===== src/sv/assert_macros.svh =====
// Assertion macros shared by the piece queue RTL
`ifndef ASSERT_MACROS_SVH
`define ASSERT_MACROS_SVH
`ifndef NO_ASSERTIONS
// Clocked property, switched off while reset is asserted
`define PQRS_ASSERT(lbl, clk, rstn, prop) \
    lbl: assert property (@(posedge clk) disable iff (!(rstn)) (prop)) \
        else $error("pqrs assertion failed");
// Clocked property that also holds through reset
`define PQRS_ASSERT_NORST(lbl, clk, prop) \
    lbl: assert property (@(posedge clk) (prop)) else $error("pqrs assertion failed");
`else
`define PQRS_ASSERT(lbl, clk, rstn, prop)
`define PQRS_ASSERT_NORST(lbl, clk, prop)
`endif
`endif


===== src/sv/pqrs_pkg.sv =====
// Shared types and codes for the piece queue with reserve stack
`default_nettype none

package pqrs_pkg;

    // pieces traded by the triple swap
    localparam int TRIPLE = 3;

    localparam int KIND_W    = 3;
    localparam int TYPE_W    = 2;
    localparam int STATUS_W  = 3;
    localparam int S_TDATA_W = 8;
    localparam int S_TUSER_W = 3;

    // command kinds
    localparam logic [KIND_W-1:0] KIND_INSERT  = 3'd0;
    localparam logic [KIND_W-1:0] KIND_PLAY    = 3'd1;
    localparam logic [KIND_W-1:0] KIND_RESERVE = 3'd2;
    localparam logic [KIND_W-1:0] KIND_USE     = 3'd3;
    localparam logic [KIND_W-1:0] KIND_SWAP1   = 3'd4;
    localparam logic [KIND_W-1:0] KIND_SWAP3   = 3'd5;

    typedef enum logic [STATUS_W-1:0] {
        STAT_OK     = 3'd0,
        STAT_QFULL  = 3'd1,
        STAT_QEMPTY = 3'd2,
        STAT_SFULL  = 3'd3,
        STAT_SEMPTY = 3'd4,
        STAT_TRIPLE = 3'd5
    } status_t;

    // datapath operations
    typedef enum logic [2:0] {
        OP_NONE,
        OP_INSERT,
        OP_PLAY,
        OP_RESERVE,
        OP_USE,
        OP_SWAP
    } op_t;

    // controller to datapath
    typedef struct packed {
        logic    accept;
        logic    rd;
        op_t     op;
        logic    step;
        logic    reject;
        status_t code;
        logic    out_load;
    } dp_cmd_t;

    // datapath to controller
    typedef struct packed {
        logic [KIND_W-1:0] kind;
        logic              q_empty;
        logic              s_empty;
        logic              q_lt3;
        logic              s_lt3;
    } dp_stat_t;

endpackage

`default_nettype wire


===== src/sv/pqrs_ctrl.sv =====
// Command sequencer of the piece queue with reserve stack
`default_nettype none

module pqrs_ctrl
    import pqrs_pkg::*;
(
    input  wire logic     aclk,
    input  wire logic     aresetn,
    input  wire logic     s_valid,
    output logic          s_ready,
    input  wire logic     m_ready,
    output logic          m_valid,
    input  wire dp_stat_t stat,
    output dp_cmd_t       cmd
);

    typedef enum logic [2:0] {
        ST_IDLE,
        ST_CHECK,
        ST_READ,
        ST_XFER,
        ST_DONE
    } state_t;

    localparam logic [1:0] ITER_LAST = 2'(TRIPLE - 1);

    state_t     state_reg, state_next;
    logic [1:0] iter_reg, iter_next;
    logic       m_valid_reg, m_valid_next;

    // decode state into datapath commands
    always_comb begin
        cmd          = '0;
        cmd.op       = OP_NONE;
        cmd.code     = STAT_OK;
        state_next   = state_reg;
        iter_next    = iter_reg;
        m_valid_next = m_valid_reg && !m_ready;
        case (state_reg)
            ST_IDLE: begin
                if (s_valid) begin
                    cmd.accept = 1'b1;
                    iter_next  = '0;
                    state_next = ST_CHECK;
                end
            end
            ST_CHECK: begin
                // read front and top while the checks settle
                cmd.rd     = 1'b1;
                state_next = ST_DONE;
                case (stat.kind)
                    KIND_INSERT: begin
                        cmd.op = OP_INSERT;
                    end
                    KIND_PLAY, KIND_RESERVE: begin
                        if (stat.q_empty) begin
                            cmd.reject = 1'b1;
                            cmd.code   = STAT_QEMPTY;
                        end else begin
                            state_next = ST_XFER;
                        end
                    end
                    KIND_USE: begin
                        if (stat.s_empty) begin
                            cmd.reject = 1'b1;
                            cmd.code   = STAT_SEMPTY;
                        end else begin
                            state_next = ST_XFER;
                        end
                    end
                    KIND_SWAP1: begin
                        if (stat.q_empty) begin
                            cmd.reject = 1'b1;
                            cmd.code   = STAT_QEMPTY;
                        end else if (stat.s_empty) begin
                            cmd.reject = 1'b1;
                            cmd.code   = STAT_SEMPTY;
                        end else begin
                            state_next = ST_XFER;
                        end
                    end
                    KIND_SWAP3: begin
                        if (stat.q_lt3 || stat.s_lt3) begin
                            cmd.reject = 1'b1;
                            cmd.code   = STAT_TRIPLE;
                        end else begin
                            state_next = ST_XFER;
                        end
                    end
                    default: begin
                    end
                endcase
            end
            ST_READ: begin
                cmd.rd     = 1'b1;
                state_next = ST_XFER;
            end
            ST_XFER: begin
                state_next = ST_DONE;
                case (stat.kind)
                    KIND_PLAY:    cmd.op = OP_PLAY;
                    KIND_RESERVE: cmd.op = OP_RESERVE;
                    KIND_USE:     cmd.op = OP_USE;
                    KIND_SWAP1:   cmd.op = OP_SWAP;
                    KIND_SWAP3: begin
                        // walk three queue and stack positions
                        cmd.op = OP_SWAP;
                        if (iter_reg != ITER_LAST) begin
                            cmd.step   = 1'b1;
                            iter_next  = iter_reg + 2'd1;
                            state_next = ST_READ;
                        end
                    end
                    default: begin
                    end
                endcase
            end
            ST_DONE: begin
                // hold until the output register is free
                if (!m_valid_reg || m_ready) begin
                    cmd.out_load = 1'b1;
                    m_valid_next = 1'b1;
                    state_next   = ST_IDLE;
                end
            end
            default: begin
                state_next = ST_IDLE;
            end
        endcase
    end

    // state and registered output valid
    always_ff @(posedge aclk) begin
        if (!aresetn) begin
            state_reg   <= ST_IDLE;
            iter_reg    <= '0;
            m_valid_reg <= 1'b0;
        end else begin
            state_reg   <= state_next;
            iter_reg    <= iter_next;
            m_valid_reg <= m_valid_next;
        end
    end

    assign s_ready = (state_reg == ST_IDLE);
    assign m_valid = m_valid_reg;

endmodule

`default_nettype wire


===== src/sv/pqrs_dp.sv =====
// Datapath of the piece queue: stores, pointers, counters and result register
`default_nettype none
`include "assert_macros.svh"

module pqrs_dp
    import pqrs_pkg::*;
#(
    parameter int QUEUE_DEPTH = 8,
    parameter int STACK_DEPTH = 3,
    parameter int ID_WIDTH    = 16,
    parameter int M_TDATA_W   = 32
) (
    input  wire logic                 aclk,
    input  wire logic                 aresetn,
    input  wire logic [KIND_W-1:0]    in_kind,
    input  wire logic [TYPE_W-1:0]    in_type,
    input  wire dp_cmd_t              cmd,
    output dp_stat_t                  stat,
    output logic [M_TDATA_W-1:0]      out_data
);

    localparam int QA  = $clog2(QUEUE_DEPTH);
    localparam int QCW = $clog2(QUEUE_DEPTH + 1);
    localparam int SA  = $clog2(STACK_DEPTH);
    localparam int SCW = $clog2(STACK_DEPTH + 1);
    localparam int PW  = TYPE_W + ID_WIDTH;

    // piece stores, one write and one registered read each
    logic [PW-1:0] qmem [QUEUE_DEPTH];
    logic [PW-1:0] smem [STACK_DEPTH];

    logic [QA-1:0]       head_reg, head_next;
    logic [QA-1:0]       tail_reg, tail_next;
    logic [QCW-1:0]      qcount_reg, qcount_next;
    logic [SCW-1:0]      scount_reg, scount_next;
    logic [ID_WIDTH-1:0] id_reg, id_next;

    logic [KIND_W-1:0] kind_reg;
    logic [TYPE_W-1:0] type_reg;
    logic [QA-1:0]     q_ptr_reg;
    logic [SA-1:0]     s_ptr_reg;
    logic [PW-1:0]     q_rd_reg;
    logic [PW-1:0]     s_rd_reg;
    status_t           status_reg;
    logic              rep_valid_reg;
    logic [PW-1:0]     rep_reg;
    logic [M_TDATA_W-1:0] out_reg;

    logic          q_we, s_we;
    logic [QA-1:0] q_wa;
    logic [SA-1:0] s_wa;
    logic [PW-1:0] q_wd, s_wd;
    logic [PW-1:0] new_piece;
    logic          q_full, s_full;

    function automatic logic [QA-1:0] q_wrap(input logic [QA-1:0] p);
        return (p == QA'(QUEUE_DEPTH - 1)) ? '0 : p + QA'(1);
    endfunction

    assign new_piece = {type_reg, id_reg};
    assign q_full    = (qcount_reg == QCW'(QUEUE_DEPTH));
    assign s_full    = (scount_reg == SCW'(STACK_DEPTH));

    assign stat.kind    = kind_reg;
    assign stat.q_empty = (qcount_reg == '0);
    assign stat.s_empty = (scount_reg == '0);
    assign stat.q_lt3   = (qcount_reg < QCW'(TRIPLE));
    assign stat.s_lt3   = (scount_reg < SCW'(TRIPLE));

    // next pointers, counters and store writes per operation
    always_comb begin
        head_next   = head_reg;
        tail_next   = tail_reg;
        qcount_next = qcount_reg;
        scount_next = scount_reg;
        id_next     = id_reg;
        q_we        = 1'b0;
        q_wa        = tail_reg;
        q_wd        = new_piece;
        s_we        = 1'b0;
        s_wa        = s_ptr_reg;
        s_wd        = q_rd_reg;
        case (cmd.op)
            OP_INSERT: begin
                // the id is used up even when the piece is dropped
                id_next = id_reg + ID_WIDTH'(1);
                if (!q_full) begin
                    q_we        = 1'b1;
                    tail_next   = q_wrap(tail_reg);
                    qcount_next = qcount_reg + QCW'(1);
                end
            end
            OP_PLAY: begin
                head_next = q_wrap(head_reg);
                tail_next = q_wrap(tail_reg);
                q_we      = 1'b1;
                id_next   = id_reg + ID_WIDTH'(1);
            end
            OP_RESERVE: begin
                head_next = q_wrap(head_reg);
                tail_next = q_wrap(tail_reg);
                q_we      = 1'b1;
                if (!s_full) begin
                    s_we        = 1'b1;
                    s_wa        = SA'(scount_reg);
                    scount_next = scount_reg + SCW'(1);
                    id_next     = id_reg + ID_WIDTH'(1);
                end else begin
                    // stack full: recycle the front piece to the rear
                    q_wd = q_rd_reg;
                end
            end
            OP_USE: begin
                scount_next = scount_reg - SCW'(1);
            end
            OP_SWAP: begin
                q_we = 1'b1;
                q_wa = q_ptr_reg;
                q_wd = s_rd_reg;
                s_we = 1'b1;
            end
            default: begin
            end
        endcase
    end

    // store ports
    always_ff @(posedge aclk) begin
        if (q_we) begin
            qmem[q_wa] <= q_wd;
        end
        if (s_we) begin
            smem[s_wa] <= s_wd;
        end
        if (cmd.rd) begin
            q_rd_reg <= qmem[q_ptr_reg];
            s_rd_reg <= smem[s_ptr_reg];
        end
    end

    // control state
    always_ff @(posedge aclk) begin
        if (!aresetn) begin
            head_reg   <= '0;
            tail_reg   <= '0;
            qcount_reg <= '0;
            scount_reg <= '0;
            id_reg     <= '0;
        end else begin
            head_reg   <= head_next;
            tail_reg   <= tail_next;
            qcount_reg <= qcount_next;
            scount_reg <= scount_next;
            id_reg     <= id_next;
        end
    end

    // command fields, walk pointers and the reported piece
    always_ff @(posedge aclk) begin
        if (cmd.accept) begin
            kind_reg      <= in_kind;
            type_reg      <= in_type;
            q_ptr_reg     <= head_reg;
            s_ptr_reg     <= SA'(scount_reg - SCW'(1));
            status_reg    <= STAT_OK;
            rep_valid_reg <= 1'b0;
            rep_reg       <= '0;
        end else begin
            if (cmd.step) begin
                q_ptr_reg <= q_wrap(q_ptr_reg);
                s_ptr_reg <= s_ptr_reg - SA'(1);
            end
            if (cmd.reject) begin
                status_reg <= cmd.code;
            end
            case (cmd.op)
                OP_INSERT: begin
                    if (q_full) begin
                        status_reg <= STAT_QFULL;
                    end
                end
                OP_PLAY: begin
                    rep_reg       <= q_rd_reg;
                    rep_valid_reg <= 1'b1;
                end
                OP_RESERVE: begin
                    if (!s_full) begin
                        rep_reg       <= q_rd_reg;
                        rep_valid_reg <= 1'b1;
                    end else begin
                        status_reg <= STAT_SFULL;
                    end
                end
                OP_USE: begin
                    rep_reg       <= s_rd_reg;
                    rep_valid_reg <= 1'b1;
                end
                default: begin
                end
            endcase
        end
        if (cmd.out_load) begin
            out_reg <= M_TDATA_W'({scount_reg, qcount_reg, rep_reg[ID_WIDTH-1:0],
                                   rep_reg[PW-1 -: TYPE_W], rep_valid_reg, status_reg});
        end
    end

    assign out_data = out_reg;

    `PQRS_ASSERT(a_qcount_range, aclk, aresetn, qcount_reg <= QCW'(QUEUE_DEPTH))
    `PQRS_ASSERT(a_scount_range, aclk, aresetn, scount_reg <= SCW'(STACK_DEPTH))
    `PQRS_ASSERT(a_empty_ptrs, aclk, aresetn, (qcount_reg == '0) |-> (head_reg == tail_reg))
    `PQRS_ASSERT(a_play_keeps_fill, aclk, aresetn, (cmd.op == OP_PLAY) |=> $stable(qcount_reg))
    `PQRS_ASSERT(a_insert_id, aclk, aresetn, (cmd.op == OP_INSERT) |=> (id_reg == ID_WIDTH'($past(id_reg) + 1'b1)))

endmodule

`default_nettype wire


===== src/sv/piece_queue_with_reserve_stack.sv =====
// Top level of the piece queue with reserve stack
//
//  channel   dir  tdata                                         tuser
//  s_axis    in   [1:0] new_type                                [2:0] kind
//  m_axis    out  status, piece_valid, piece_type, piece_id,    -
//                 queue_fill, stack_fill (low bits up)
//
// One command at a time; each gives one result transaction.
// Insert and rejected commands go through check and done; play/reserve/use/swap
// one add a transfer state, and swap three a read and a transfer per pair: one
// queue and one stack port, so each swapped pair needs a read and a write.
// Reset clears pointers, fills and the id counter; store contents are not cleared.
// A stalled result holds in the output register; a finished command waits in the
// done state until the register frees up, then loads it and takes the next one.
`default_nettype none

module piece_queue_with_reserve_stack
    import pqrs_pkg::*;
#(
    parameter int QUEUE_DEPTH = 8,
    parameter int STACK_DEPTH = 3,
    parameter int ID_WIDTH    = 16,
    localparam int QCW        = $clog2(QUEUE_DEPTH + 1),
    localparam int SCW        = $clog2(STACK_DEPTH + 1),
    localparam int M_BITS     = STATUS_W + 1 + TYPE_W + ID_WIDTH + QCW + SCW,
    localparam int M_TDATA_W  = ((M_BITS + 7) / 8) * 8
) (
    input  wire logic                 aclk,
    input  wire logic                 aresetn,
    input  wire logic                 s_axis_tvalid,
    output logic                      s_axis_tready,
    // [1:0] new_type
    input  wire logic [S_TDATA_W-1:0] s_axis_tdata,
    // [2:0] kind
    input  wire logic [S_TUSER_W-1:0] s_axis_tuser,
    output logic                      m_axis_tvalid,
    input  wire logic                 m_axis_tready,
    // status, piece_valid, piece_type, piece_id, queue_fill, stack_fill
    output logic [M_TDATA_W-1:0]      m_axis_tdata
);

    dp_cmd_t  cmd;
    dp_stat_t stat;

    pqrs_ctrl u_ctrl (
        .aclk    (aclk),
        .aresetn (aresetn),
        .s_valid (s_axis_tvalid),
        .s_ready (s_axis_tready),
        .m_ready (m_axis_tready),
        .m_valid (m_axis_tvalid),
        .stat    (stat),
        .cmd     (cmd)
    );

    pqrs_dp #(
        .QUEUE_DEPTH (QUEUE_DEPTH),
        .STACK_DEPTH (STACK_DEPTH),
        .ID_WIDTH    (ID_WIDTH),
        .M_TDATA_W   (M_TDATA_W)
    ) u_dp (
        .aclk     (aclk),
        .aresetn  (aresetn),
        .in_kind  (s_axis_tuser[KIND_W-1:0]),
        .in_type  (s_axis_tdata[TYPE_W-1:0]),
        .cmd      (cmd),
        .stat     (stat),
        .out_data (m_axis_tdata)
    );

endmodule

`default_nettype wire


===== config.mk =====
export PLATFORM = sky130hd
export DESIGN_NAME = piece_queue_with_reserve_stack
export DESIGN_NICKNAME = d
export VERILOG_FILES = /design/src/sv/pqrs_pkg.sv /design/src/sv/pqrs_ctrl.sv /design/src/sv/pqrs_dp.sv /design/src/sv/piece_queue_with_reserve_stack.sv
export VERILOG_INCLUDE_DIRS = /design/src /design/src/sv
export SDC_FILE = /design/constraint.sdc
export NUM_CORES = 1
export LEC_CHECK = 0
export ABC_AREA = 1
export BUFFER_PORTS_ARGS = -buffer_cell sky130_fd_sc_hd__buf_2
export CORE_MARGIN = 2
export CORE_UTILIZATION = 56
export DETAILED_ROUTE_END_ITERATION = 10
export PLACE_DENSITY = 0.85
export SLEW_MARGIN = 10
export SYNTH_ARGS = -nofsm -noshare
export SYNTH_HDL_FRONTEND = slang
export SYNTH_SLANG_ARGS = --single-unit

===== constraint.sdc =====
create_clock -name aclk -period 2.62 [get_ports aclk]
set_input_delay 0.655 -clock aclk [delete_from_list [all_inputs] [get_ports aclk]]
set_output_delay 0.655 -clock aclk [all_outputs]
set_load 0.1 [all_outputs]

==> run summary <==
The flow ran to the end, and the final reports show no timing, DRC or antenna violations. The maximum vdd ir drop came out at 0.519 mV. Setup repair after global routing left no endpoint under its margin. The startpoint identified for the worst register-to-register timing path is u_dp.kind_reg[0]. The wire length the detailed router placed on met1 is 11000 um. The area of all sequential standard cells is 9290 um^2. The detailed-routed wire length on met2 came out at 13500 um. The half-perimeter wire length of the detailed placement result is 17000 um. The multi-input logic area is 3710 um^2.

The worst-path maximum fanout is 18. The biggest area contributor in the post-synthesis netlist is sky130_fd_sc_hd__edfxtp_1. The number of nets at the end of the flow is 1308. The floorplan die width came out at 159 um. TritonCTS built the clock tree. The vertical die dimension came out at 159 um. Counting the fill cells in the layout gives 1686. The leakage power came out at 5.59 nW. The detail route stage leaves a number of antenna-violating nets equal to 0. The number of slew-limit violations in the final report is 0.

The reg2reg setup slack is 0.28 ns. The minimum hold slack came out at 0.266 ns. The wire length on met3 came out at 2410 um. The commonest non-fill, non-tap cell in the layout is sky130_fd_sc_hd__edfxtp_1.

The per-instance average area after synthesis came out at 10.9 um^2. The post-cts gate resize count is 0. After synthesis, the cell types taking the most area are sky130_fd_sc_hd__edfxtp_1, sky130_fd_sc_hd__dfxtp_1, sky130_fd_sc_hd__nand2_1. The kind of critical path is register to register.

The routed layout has 9124 vias. The count of buffers inserted at the top-level ports is 38. The first-pass GRT wire length is 43600 um. The worst register-to-register path has a depth of 10.

The worst setup path is launched from a register. The clock period minus final worst setup slack is 2.34 ns. The number of H-tree levels came out at 1. In the final layout, the share of cells above drive strength 1 is 0.116. Leaving out filler cells and counting taps, the final layout contains 1624. The sequential share of the synthesized area came out at 0.688. The count of buffers added by post-CTS timing repair for setup is 0. The final-report setup violation count is 0. After detailed routing, the total wire length is 27600 um.

The flip-flop count of the largest register, all copies and words added came out at 144. The initial antenna violation count came to 0. The placed standard-cell area came out at 14100 um^2.

Clock tree synthesis inserted a total of 30 buffers. The fmax is 427 MHz. For the worst setup path, the data arrival time is 2.57 ns. The max-cap violation count came out at 0. The required time at the worst-slack endpoint is 2.85 ns. Dividing the final minimum period by the clock period gives 0.895. The initial cell density of the core came out at 0.573. The number of optimization iterations in the first detailed-route pass came out at 5. The number of sinks driven by the clock tree came out at 328. The combined global-route utilization of all metal layers is 0.214.

The number of antenna diodes in the final layout is 0. The power per unit of standard cell area came out at 740 nW/um^2. The worst clock skew is 0.0228 ns. The slew at the pin closest to its max-slew limit came out at 0.837 ns. The violation count after the first detailed-routing iteration is 926.

More flip-flops sit in one register than any other, and that register is u_dp.qmem. After detailed routing, the number of remaining DRC violations is 0. The site row count is 56. The average detailed-routed wire length per instance is 17.0 um. The overall power after layout is 11.2 mW.

The remaining max-slew budget at the tightest pin came out at 0.441. The number of global-route vias before repair is 8779. STA classifies the critical path endpoint as a register. CTS placed an instance of sky130_fd_sc_hd__clkbuf_16 at the clock tree root. The I/O pin total came out at 49. For the final routed database, the setup TNS stands at 0 ns. The core region is 23500 um^2. The cell depth of the worst min-delay path is 1.

The min-delay analysis places its worst path in the category input port to register. The number of cells in the design after placement came out at 1568. The share of the synthesized area in the top cell type came out at 0.605. The count of unique library cells instantiated by Yosys came out at 38. The finished layout cell area is 15100 um^2.

The area growth from synthesis to layout is 12.1%. The insertion delay to the later sink of the worst-skew pair is 0.57 ns. The final weighted congestion in routability-driven placement came out at 0.904. The worst register-to-register path ends at u_dp.qmem[2][5]. The largest net degree at the start of global routing is 75. Clock-pin slew was measured on the worst setup and hold paths at 0.06 ns. The die area is 25400 um^2.

The number of warnings reported in the yosys synthesis log came out at 0. Counting along the longest clock path gives a buffer depth of 3. Routed signal wires occupy layers up through met4. The number of register bits inferred by synthesis is 328. The remaining global-route overflow is 0.

The beginning of the critical path is u_dp.kind_reg[0]. The startpoint of the most critical hold path is s_axis_tdata[1]. The worst hold path terminates at u_dp.type_reg[1]. The number of hold-slack violations in the final timing report is 0. The library cells used most frequently in the layout, excluding fill and tap cells, are sky130_fd_sc_hd__edfxtp_1, sky130_fd_sc_hd__nand2_1, sky130_fd_sc_hd__nor2_1, sky130_fd_sc_hd__o21ai_0, sky130_fd_sc_hd__a21oi_1. The vias per cell came out at 5.62. The post-cts hold buffer count came out at 0. The synthesized instance count came out at 1233. The combined area of all synthesized cells is 13500 um^2.
==> synthesized netlist by cell type (all sizes together) <==
cell,number
nor3,12
o22ai,18
clkinv,5
nand4,10
xnor2,3
xor2,7
a21oi,68
and2,1
ha,12
edfxtp,272
nor2,225
nand3,50
nand2,246
and3,1
o21ai,115
a31oi,19
inv,58
conb,1
clkbuf,37
buf,16
dfxtp,56
o211ai,1
==> power by group <==
group          switching [mW]  internal [mW]  leakage [nW]
Combinational           0.708          0.256          2.13
Sequential              0.112           5.78          2.98
Clock                    1.85           2.49         0.483
Total                    2.67           8.53          5.59
==> layer usage <==
metal	up-vias	global-route usage
li1	4351	-
met5	-	0
met2	426	0.362
met3	66	0.0289
met1	4281	0.284
met4	0	0.0843
==> area by class of cell <==
| cell class | count | area share |
|---|---|---|
| Timing Repair Buffer | 66 | 0.0331 |
| Inverter | 63 | 0.0164 |
| Sequential cell | 328 | 0.614 |
| Clock inverter | 16 | 0.0113 |
| Multi-Input combinational cell | 792 | 0.245 |
| Tap cell | 319 | 0.0264 |
| Clock buffer | 40 | 0.0541 |
==> worst max-delay path, stage by stage, from the launching register on <==
cell and delay (ns):
sky130_fd_sc_hd__edfxtp_1 0.49, sky130_fd_sc_hd__inv_2 0.13, sky130_fd_sc_hd__nand2_2 0.07, sky130_fd_sc_hd__nor3_2 0.27, sky130_fd_sc_hd__inv_2 0.13, sky130_fd_sc_hd__nand2_4 0.14
sky130_fd_sc_hd__nand2_4 0.10, sky130_fd_sc_hd__nand2_1 0.09, sky130_fd_sc_hd__nand3_1 0.15, sky130_fd_sc_hd__nor2_1 0.13, sky130_fd_sc_hd__buf_4 0.30
==> worst max path at each step <==
stage | to | slack (ns) | depth (start not counted)
floorplan | u_dp.out_data[0] | 0.009 | 1
global placement | u_dp.qmem[2][15] | 0.33 | 10
detailed placement | u_dp.qmem[2][15] | 0.31 | 10
CTS | u_dp.qmem[2][5] | 0.30 | 10
global route | u_dp.qmem[2][5] | 0.12 | 10
finish | u_dp.qmem[2][5] | 0.28 | 10
==> kinds of logic (layout without fill, tap and decap cells) <==
group,count (synthesis),in the layout,synth area share
and+or+nand+nor,545,545,0.168
adders and majority gates,12,12,0.0111
AOI/OAI and AO/OA,221,221,0.0875
xor gates and xnor gates,10,10,0.00649
other,1,4,0.000278
buffers and inverters,116,185,0.0382
DFF,328,328,0.688
==> through the flow <==
| step | worst slack, ns | utilization |
|---|---|---|
| global route | 0.122 | 0.643 |
| detailed placement | 0.313 | 0.601 |
| finish | 0.276 | 0.643 |
| CTS | 0.302 | 0.643 |
| global placement | 0.333 | 0.601 |
| floorplan | 0.00871 | - |
No activity file was read; power rests on OpenSTA's default activity.
